<file path="config.mk">
export PLATFORM = sky130hd
export DESIGN_NAME = thermal_preview_downsample_core
export DESIGN_NICKNAME = d
export VERILOG_FILES = /design/src/tpd_pkg.sv /design/src/tpd_line_mem.sv /design/src/tpd_level_div.sv /design/src/thermal_preview_downsample_core.sv
export SDC_FILE = /design/constraint.sdc
export NUM_CORES = 2
export LEC_CHECK = 0
export BUFFER_PORTS_ARGS = -buffer_cell sky130_fd_sc_hd__clkbuf_2
export CELL_PAD_IN_SITES_DETAIL_PLACEMENT = 0
export CELL_PAD_IN_SITES_GLOBAL_PLACEMENT = 1
export CORE_MARGIN = 2
export CORE_UTILIZATION = 49
export CTS_CLUSTER_SIZE = 12
export DETAILED_ROUTE_END_ITERATION = 7
export PLACE_DENSITY = 0.84
export SLEW_MARGIN = 20
export SYNTH_ARGS = -nofsm -noshare
export SYNTH_HDL_FRONTEND = slang
export SYNTH_SLANG_ARGS = --single-unit
</file>
<file path="constraint.sdc">
create_clock -name clk -period 7.1 [get_ports clk]
set_input_delay 1.42 -clock clk [delete_from_list [all_inputs] [get_ports clk]]
set_output_delay 1.42 -clock clk [all_outputs]
set_load 0.02 [all_outputs]
</file>
<file path="src/tpd_pkg.sv">
// Shared types and constants for the thermal preview downsampler.
// Used by the divider and the core under src; no dependencies of its own.
package tpd_pkg;

  localparam int DEF_PREVIEW_COLS = 80;
  localparam int DEF_PREVIEW_ROWS = 60;

  localparam int PIX_W   = 16;   // source pixel width
  localparam int SUM_W   = 17;   // pair sum width
  localparam int LEVEL_W = 8;    // preview value width
  localparam int NUM_W   = 24;   // (avg-low)*255 + win/2 always fits 24 bits
  localparam int STEP_W  = 3;    // counts the LEVEL_W quotient bits

  localparam logic [PIX_W-1:0]   WIN_LOW_RST  = 16'd27315;
  localparam logic [PIX_W-1:0]   WIN_HIGH_RST = 16'd37315;
  localparam logic [LEVEL_W-1:0] LEVEL_MAX    = 8'd255;
  localparam logic [LEVEL_W-1:0] LEVEL_MIN    = 8'd0;

  // configuration register indexes
  localparam logic REG_WINDOW_LOW  = 1'b0;
  localparam logic REG_WINDOW_HIGH = 1'b1;

  typedef enum logic [2:0] {
    ST_IDLE,
    ST_READ,
    ST_MAP,
    ST_DIV,
    ST_OUT
  } tpd_state_t;

  typedef struct packed {
    logic busy;
    logic done;
  } div_stat_t;

endpackage

</file>
<file path="src/tpd_line_mem.sv">
// Line store of top-row pair sums: one write port, one read port,
// registered read data. Depends on nothing but its parameters.
module tpd_line_mem #(
  parameter int DEPTH  = 80,
  parameter int ADDR_W = 7,
  parameter int DATA_W = 17
) (
  input  logic              clk,
  input  logic              we,
  input  logic [ADDR_W-1:0] waddr,
  input  logic [DATA_W-1:0] wdata,
  input  logic              re,
  input  logic [ADDR_W-1:0] raddr,
  output logic [DATA_W-1:0] rdata
);

  logic [DATA_W-1:0] mem [DEPTH];
  logic [DATA_W-1:0] rdata_r;

  always_ff @(posedge clk) begin
    if (we) begin
      mem[waddr] <= wdata;
    end
  end

  always_ff @(posedge clk) begin
    if (re) begin
      rdata_r <= mem[raddr];
    end
  end

  assign rdata = rdata_r;

endmodule

</file>
<file path="src/tpd_level_div.sv">
// Restoring divider for the window map: one quotient bit per cycle.
// Quotient is known to fit LEVEL_W bits. Uses tpd_pkg.
module tpd_level_div (
  input  logic                        clk,
  input  logic                        rst_n,
  input  logic                        start,
  input  logic [tpd_pkg::NUM_W-1:0]   num,
  input  logic [tpd_pkg::PIX_W-1:0]   den,
  output tpd_pkg::div_stat_t          stat,
  output logic [tpd_pkg::LEVEL_W-1:0] quot
);

  logic                        busy_r, busy_nxt;
  logic                        done_r, done_nxt;
  logic [tpd_pkg::STEP_W-1:0]  cnt_r, cnt_nxt;
  logic [tpd_pkg::NUM_W-1:0]   rem_r, rem_nxt;
  logic [tpd_pkg::PIX_W-1:0]   den_r, den_nxt;
  logic [tpd_pkg::LEVEL_W-1:0] q_r, q_nxt;
  logic [tpd_pkg::NUM_W-1:0]   den_sh;
  logic                        fits;

  always_comb begin
    den_sh   = tpd_pkg::NUM_W'(den_r) << cnt_r;
    fits     = (rem_r >= den_sh);
    busy_nxt = busy_r;
    done_nxt = 1'b0;
    cnt_nxt  = cnt_r;
    rem_nxt  = rem_r;
    den_nxt  = den_r;
    q_nxt    = q_r;
    if (start) begin
      busy_nxt = 1'b1;
      cnt_nxt  = tpd_pkg::STEP_W'(tpd_pkg::LEVEL_W - 1);
      rem_nxt  = num;
      den_nxt  = den;
      q_nxt    = '0;
    end else if (busy_r) begin
      // subtract the shifted divisor where it fits, shift in the bit
      rem_nxt = fits ? rem_r - den_sh : rem_r;
      q_nxt   = {q_r[tpd_pkg::LEVEL_W-2:0], fits};
      cnt_nxt = cnt_r - 1'b1;
      if (cnt_r == '0) begin
        busy_nxt = 1'b0;
        done_nxt = 1'b1;
      end
    end
  end

  always_ff @(posedge clk) begin
    if (!rst_n) begin
      busy_r <= 1'b0;
      done_r <= 1'b0;
    end else begin
      busy_r <= busy_nxt;
      done_r <= done_nxt;
    end
  end

  always_ff @(posedge clk) begin
    cnt_r <= cnt_nxt;
    rem_r <= rem_nxt;
    den_r <= den_nxt;
    q_r   <= q_nxt;
  end

  assign stat.busy = busy_r;
  assign stat.done = done_r;
  assign quot      = q_r;

endmodule

</file>
<file path="src/thermal_preview_downsample_core.sv">
// Thermal preview downsampler: 2x2 box average and window/level map to 8 bits.
// Each result passes the line store read, the map, then a clamp or the 8-step
// divider, then the output register. Throughput: 1 item per cycle except on the
// odd pixel of an odd row, which holds the input through that path plus any wait
// on out_tready. Reset: rst_n is synchronous; clears counters, window registers and
// the output valid bit. The line store is not cleared; the top row is written first.
module thermal_preview_downsample_core #(
  parameter int PREVIEW_COLS = tpd_pkg::DEF_PREVIEW_COLS,
  parameter int PREVIEW_ROWS = tpd_pkg::DEF_PREVIEW_ROWS
) (
  input  logic        clk,
  input  logic        rst_n,
  input  logic        in_tvalid,
  output logic        in_tready,
  input  logic [15:0] in_tdata,   // [15:0] pixel_value
  input  logic        in_tuser,   // [0] frame_start
  output logic        out_tvalid,
  input  logic        out_tready,
  output logic [7:0]  out_tdata,  // [7:0] preview_value
  output logic        out_tlast,  // frame_last
  input  logic        cfg_we,
  input  logic        cfg_addr,
  input  logic [15:0] cfg_wdata
);

  localparam int SRC_COLS = 2 * PREVIEW_COLS;
  localparam int SRC_ROWS = 2 * PREVIEW_ROWS;
  localparam int COL_W    = $clog2(SRC_COLS);
  localparam int ROW_W    = $clog2(SRC_ROWS);
  localparam int SLOT_W   = (PREVIEW_COLS > 1) ? $clog2(PREVIEW_COLS) : 1;

  localparam int PW = tpd_pkg::PIX_W;
  localparam int SW = tpd_pkg::SUM_W;
  localparam int LW = tpd_pkg::LEVEL_W;
  localparam int NW = tpd_pkg::NUM_W;

  tpd_pkg::tpd_state_t state_r, state_nxt;

  logic [COL_W-1:0]  col_r, col_nxt, col_cur;
  logic [ROW_W-1:0]  row_r, row_nxt, row_cur;
  logic [PW-1:0]     held_r, held_nxt;
  logic [PW-1:0]     low_r, high_r;
  logic [SW-1:0]     pair_r, pair_nxt, pair_cur;
  logic              last_r, last_nxt;
  logic [PW-1:0]     avg_r, avg_nxt;
  logic [LW-1:0]     level_r, level_nxt;
  logic              out_valid_r, out_valid_nxt;
  logic [LW-1:0]     out_data_r, out_data_nxt;
  logic              out_last_r, out_last_nxt;

  logic              accept;
  logic              out_free;
  logic [SLOT_W-1:0] slot;
  logic              mem_we, mem_re;
  logic [SW-1:0]     mem_rdata;
  logic              div_start;
  logic [NW-1:0]     div_num;
  logic [PW-1:0]     win, diff;
  logic [LW-1:0]     div_quot;
  tpd_pkg::div_stat_t div_stat;

  assign accept   = in_tvalid && in_tready;
  assign out_free = !out_valid_r || out_tready;
  assign col_cur  = in_tuser ? '0 : col_r;
  assign row_cur  = in_tuser ? '0 : row_r;
  assign slot     = SLOT_W'(col_cur >> 1);
  assign pair_cur = SW'(held_r) + SW'(in_tdata);
  assign win      = high_r - low_r;
  assign diff     = avg_r - low_r;
  // (avg - low) * 255 + win / 2
  assign div_num  = (NW'(diff) << LW) - NW'(diff) + NW'(win >> 1);

  always_comb begin
    state_nxt     = state_r;
    in_tready     = 1'b0;
    mem_we        = 1'b0;
    mem_re        = 1'b0;
    div_start     = 1'b0;
    col_nxt       = col_r;
    row_nxt       = row_r;
    held_nxt      = held_r;
    pair_nxt      = pair_r;
    last_nxt      = last_r;
    avg_nxt       = avg_r;
    level_nxt     = level_r;
    out_valid_nxt = out_valid_r && !out_tready;
    out_data_nxt  = out_data_r;
    out_last_nxt  = out_last_r;

    unique case (state_r)
      tpd_pkg::ST_IDLE: begin
        in_tready = 1'b1;
        if (in_tvalid) begin
          if (col_cur == COL_W'(SRC_COLS - 1)) begin
            col_nxt = '0;
            row_nxt = (row_cur == ROW_W'(SRC_ROWS - 1)) ? '0 : row_cur + 1'b1;
          end else begin
            col_nxt = col_cur + 1'b1;
            row_nxt = row_cur;
          end
          if (!col_cur[0]) begin
            held_nxt = in_tdata;
          end else if (!row_cur[0]) begin
            mem_we = 1'b1;
          end else begin
            // bottom row: fetch the top pair sum
            mem_re    = 1'b1;
            pair_nxt  = pair_cur;
            last_nxt  = (col_cur == COL_W'(SRC_COLS - 1)) &&
                        (row_cur == ROW_W'(SRC_ROWS - 1));
            state_nxt = tpd_pkg::ST_READ;
          end
        end
      end
      tpd_pkg::ST_READ: begin
        avg_nxt   = PW'((19'(mem_rdata) + 19'(pair_r) + 19'd2) >> 2);
        state_nxt = tpd_pkg::ST_MAP;
      end
      tpd_pkg::ST_MAP: begin
        priority if (avg_r >= high_r) begin
          level_nxt = tpd_pkg::LEVEL_MAX;
          state_nxt = tpd_pkg::ST_OUT;
        end else if (avg_r <= low_r) begin
          level_nxt = tpd_pkg::LEVEL_MIN;
          state_nxt = tpd_pkg::ST_OUT;
        end else begin
          div_start = 1'b1;
          state_nxt = tpd_pkg::ST_DIV;
        end
      end
      tpd_pkg::ST_DIV: begin
        if (div_stat.done) begin
          level_nxt = div_quot;
          state_nxt = tpd_pkg::ST_OUT;
        end
      end
      tpd_pkg::ST_OUT: begin
        if (out_free) begin
          out_valid_nxt = 1'b1;
          out_data_nxt  = level_r;
          out_last_nxt  = last_r;
          state_nxt     = tpd_pkg::ST_IDLE;
        end
      end
      default: state_nxt = tpd_pkg::ST_IDLE;
    endcase
    if (!accept) begin
      col_nxt = col_r;
      row_nxt = row_r;
    end
  end

  always_ff @(posedge clk) begin
    if (!rst_n) begin
      state_r <= tpd_pkg::ST_IDLE;
    end else begin
      state_r <= state_nxt;
    end
  end

  always_ff @(posedge clk) begin
    if (!rst_n) begin
      col_r       <= '0;
      row_r       <= '0;
      held_r      <= '0;
      out_valid_r <= 1'b0;
    end else begin
      col_r       <= col_nxt;
      row_r       <= row_nxt;
      held_r      <= held_nxt;
      out_valid_r <= out_valid_nxt;
    end
  end

  always_ff @(posedge clk) begin
    if (!rst_n) begin
      low_r  <= tpd_pkg::WIN_LOW_RST;
      high_r <= tpd_pkg::WIN_HIGH_RST;
    end else if (cfg_we) begin
      unique case (cfg_addr)
        tpd_pkg::REG_WINDOW_LOW:  low_r  <= cfg_wdata;
        tpd_pkg::REG_WINDOW_HIGH: high_r <= cfg_wdata;
      endcase
    end
  end

  always_ff @(posedge clk) begin
    pair_r     <= pair_nxt;
    last_r     <= last_nxt;
    avg_r      <= avg_nxt;
    level_r    <= level_nxt;
    out_data_r <= out_data_nxt;
    out_last_r <= out_last_nxt;
  end

  tpd_line_mem #(
    .DEPTH  (PREVIEW_COLS),
    .ADDR_W (SLOT_W),
    .DATA_W (SW)
  ) u_line_mem (
    .clk   (clk),
    .we    (mem_we),
    .waddr (slot),
    .wdata (pair_cur),
    .re    (mem_re),
    .raddr (slot),
    .rdata (mem_rdata)
  );

  tpd_level_div u_level_div (
    .clk   (clk),
    .rst_n (rst_n),
    .start (div_start),
    .num   (div_num),
    .den   (win),
    .stat  (div_stat),
    .quot  (div_quot)
  );

  assign out_tvalid = out_valid_r;
  assign out_tdata  = out_data_r;
  assign out_tlast  = out_last_r;

  // divider only finishes while the sequencer waits on it
  assert property (@(posedge clk) disable iff (!rst_n)
    div_stat.done |-> state_r == tpd_pkg::ST_DIV)
    else $error("divider done outside divide state");

  // a bottom-row odd pixel must go fetch its top pair sum
  assert property (@(posedge clk) disable iff (!rst_n)
    (accept && col_cur[0] && row_cur[0]) |=> state_r == tpd_pkg::ST_READ)
    else $error("result item did not start line store read");

  // a waiting result is never overwritten
  assert property (@(posedge clk) disable iff (!rst_n)
    (state_r == tpd_pkg::ST_OUT && out_valid_r && !out_tready)
      |=> state_r == tpd_pkg::ST_OUT)
    else $error("output register overwritten while stalled");

  // column position stays inside the source line
  assert property (@(posedge clk) disable iff (!rst_n)
    col_r <= COL_W'(SRC_COLS - 1))
    else $error("column counter out of range");

endmodule
</file>
==> results.sh <==
export IMPL_grt_setup_unrepaired="false"
export IMPL_core_um2=130000
export IMPL_layout_common_cells="1,468 x edfxtp_1, 307 x mux2i_1, 292 x nand2_1, 208 x nor2_1, 205 x a21oi_1"
export IMPL_cp_max_fo=5
export IMPL_cts_setup_buffers=0
export IMPL_power_switching_mw=4.70
export IMPL_root_buffer="clkbuf_16"
export IMPL_synth_nets=4526
export IMPL_synth_cell_types=81
export IMPL_power_internal_mw=15.2
export IMPL_grt_max_degree=107
export IMPL_worst_slew_pin_slew_ns=1.19
export IMPL_final_layout_size_suffix_gt1_frac=0.123
export IMPL_violations="design-rule violations"
export IMPL_grt_overflow=0
export IMPL_port_buffers=49
export IMPL_drc=9
export IMPL_ys_ff_latch=1548
export IMPL_routed_via_density=6.28
export IMPL_grt_usage=0.259
export IMPL_min_path_type="reg -> reg"
export IMPL_avgRoutedWirePerCell_um=28.0
export IMPL_fin_nets=4687
export IMPL_syn_avg_cell_area_um2=14.9
export IMPL_clk_pin_slew_ns=0.06
export IMPL_dp_hpwl_um=106000
export IMPL_combPwrFrac=0.088
export IMPL_yosysWarningCount=0
export IMPL_fin_tns_setup_ns=0
export IMPL_dpl_cell_area_um2=67600
export IMPL_post_route_period_util=0.855
export IMPL_synth_area_um2=64300
export IMPL_hold_buffers=0
export IMPL_seqPwrFrac=0.522
export IMPL_finalSetupViolations=0
export IMPL_dr_pass1_iters=8
export IMPL_final_common_cell="edfxtp_1"
export IMPL_grt_pass1_vias=38000
export IMPL_final_cells=6316
export IMPL_hold_viol=0
export IMPL_dieWidth_um=366
export IMPL_path_class="reg -> reg"
export IMPL_chipHeight_um=366
export IMPL_dp_cells=6069
export IMPL_cts_buffer_depth=3
export IMPL_power_density_nw_per_um2=275
export IMPL_synth_cells=4325
export IMPL_p_clk_frac=0.390
export IMPL_design_area_um2=72400
export IMPL_max_freq_mhz=165
export IMPL_synthArstFlopShare=0
export IMPL_crit_path_end_kind="register"
export IMPL_synth_top_cell_by_area="edfxtp_1"
export IMPL_ant_nets=0
export IMPL_antenna_found_initial=4
export IMPL_required_ns=7.61
export IMPL_period_needed_ns=6.07
export IMPL_wirelength_um=177000
export IMPL_crit_path_start_kind="register"
export IMPL_power_total_mw=19.9
export IMPL_dieArea_um2=134000
export IMPL_arrival_ns=6.58
export IMPL_postCtsResizedCells=0
export IMPL_relSlewSlack=0.204
export IMPL_cellLeakagePower_nw=23.6
export IMPL_ios=50
export IMPL_cts_sinks=1548
export IMPL_ir_drop_v=0.000278
export IMPL_synth_top_area_frac=0.685
export IMPL_gp_congestion=0.923
export IMPL_ys_flop_type="edfxtp_1"
export IMPL_switching_share=0.236
export IMPL_max_cap_violations=0
export IMPL_synth_area_top_cells="edfxtp_1 69%, mux2i_1 4.8%, ha_1 3.0%"
export IMPL_tritoncts="built"
export IMPL_clock_latency_ns=0.84
export IMPL_floorplan_initialDensity=0.495
export IMPL_finalMaxSlewViolations=0
export IMPL_status="finished with violations"
export IMPL_areaGrowthSynthToFinish_pct=12.5
export IMPL_yosysSeqAreaShare=0.710
export IMPL_hold_slack_ns=0.416
export IMPL_skew_ns=0.0649
export IMPL_htree_levels=4
export IMPL_synth_edf_count=1468
export IMPL_drt_iter0_drc=5385
export IMPL_fp_row_count=132
export IMPL_vias=39700
export IMPL_grt_pass1_wl_um=255000
export IMPL_numCtsBuffers=157
[cell families (layout without fill, tap and decap cells)]
kind of cell | after synthesis | in the layout | share of synthesized area
compound gates | 1049 | 1049 | 0.112
xor+xnor | 95 | 95 | 0.0132
fa+ha+maj | 162 | 162 | 0.0323
buf+inv | 326 | 571 | 0.0195
flops | 1548 | 1548 | 0.710
mux | 373 | 373 | 0.0598
other cells | 0 | 4 | 0
simple gates | 772 | 772 | 0.0536
[flip-flops by register name, indices dropped and copies added (netlist names), 3 cells and up]
name	count
avg_r	16
col_r	8
held_r	16
high_r	16
level_r	8
low_r	16
out_tdata	8
pair_r	17
row_r	7
state_r	3
u_level_div.cnt_r	3
u_level_div.den_r	16
u_level_div.quot	8
u_level_div.rem_r	24
u_line_mem.mem	1360
u_line_mem.rdata	17
[power groups by stage]
stage	clock (mW)	sequential, mW	combinational, mW
final	7.76	10.4	1.75
after detailed placement	0	10.6	1.74
after CTS	7.84	10.4	1.75
after global placement	0	10.6	1.70
after global routing	8.19	10.4	1.90
after floorplan	0	10.6	1.10
[worst max-delay path, stage by stage (launching register included)]
cell      delay (ns)
dfxtp_1         0.32
inv_1           0.07
ha_1            0.17
inv_1           0.05
fa_1            0.40
a21o_1          0.18
a21oi_1         0.22
o21bai_1        0.10
a21oi_1         0.23
o21bai_1        0.09
a21oi_1         0.23
o21ai_0         0.18
o41a_1          0.36
a21o_1          0.19
a21oi_1         0.18
xnor2_1         0.18
ha_1            0.27
ha_1            0.34
nand2_1         0.11
o21ai_0         0.08
a41o_1          0.24
a41o_1          0.29
a2111o_1        0.43
a31oi_4         0.24
mux2i_1         0.13
a211oi_2        0.25
xnor2_1         0.15
a21oi_1         0.09
[per-layer routing]
metal / up-vias / global-route usage / wire, um
met1: 19600 / 0.329 / 63800
met2: 2344 / 0.423 / 84600
met5: - / 0 / 13
met4: 2 / 0.129 / 9550
met3: 496 / 0.0532 / 18600
li1: 17300 / - / -
[final timing paths]
path	cells past startpoint	end	slack (ns)	start
worst max-delay path	27	u_level_div.rem_r[23]$_DFFE_PP_	1.03	high_r[0]$_SDFFE_PN1P_
worst min-delay path	0	out_tlast$_DFFE_PP_	0.42	last_r$_DFFE_PP_
worst max register to register	27	u_level_div.rem_r[23]$_DFFE_PP_	1.03	high_r[0]$_SDFFE_PN1P_
worst min register to register	0	out_tlast$_DFFE_PP_	0.42	last_r$_DFFE_PP_
[per-stage QoR]
stage	worst slack, ns	util
2_1_floorplan	0.0618	-
3_3_place_gp	1.16	0.520
3_5_place_dp	1.11	0.520
4_1_cts	1.04	0.557
5_1_grt	0.613	0.557
6_report	1.03	0.557
[Yosys cell counts, types with 8 or more instances]
cell type  count
dfxtp_1       80
a2111oi_0     13
o21a_1        11
nor2_1       226
a31oi_1       52
a221oi_1      50
nor4_1         8
o221ai_1      21
a211oi_1      77
nand3_1       62
edfxtp_1    1468
a21o_1        37
inv_1         98
mux2_2        63
o31ai_1       14
o21bai_1      16
nor3_1        33
nor2b_1       42
clkbuf_1     172
xor2_1        25
ha_1         155
buf_1         52
a22oi_1      115
mux2i_1      307
and3_1        19
a21boi_0      41
a21oi_1      205
xnor2_1       69
o22ai_1      105
nand2_1      294
nand2b_1      35
nand4_1       13
a222oi_1      57
o21ai_0      148
or2_2          9
and2_1        11
o211ai_1      21
[cell type report]
cell class                 instances  area [um2]
sequential                      1548       45700
clock inverter                    40         606
timing repair buffer             229        1680
clock buffer                     203        4150
tap                             1742        2180
fill                           10100       57600
antenna                            4        10.0
multi-input combinational       2451       17700
inverter                          99         372
Note: power is estimated with default switching activity, not from simulation.
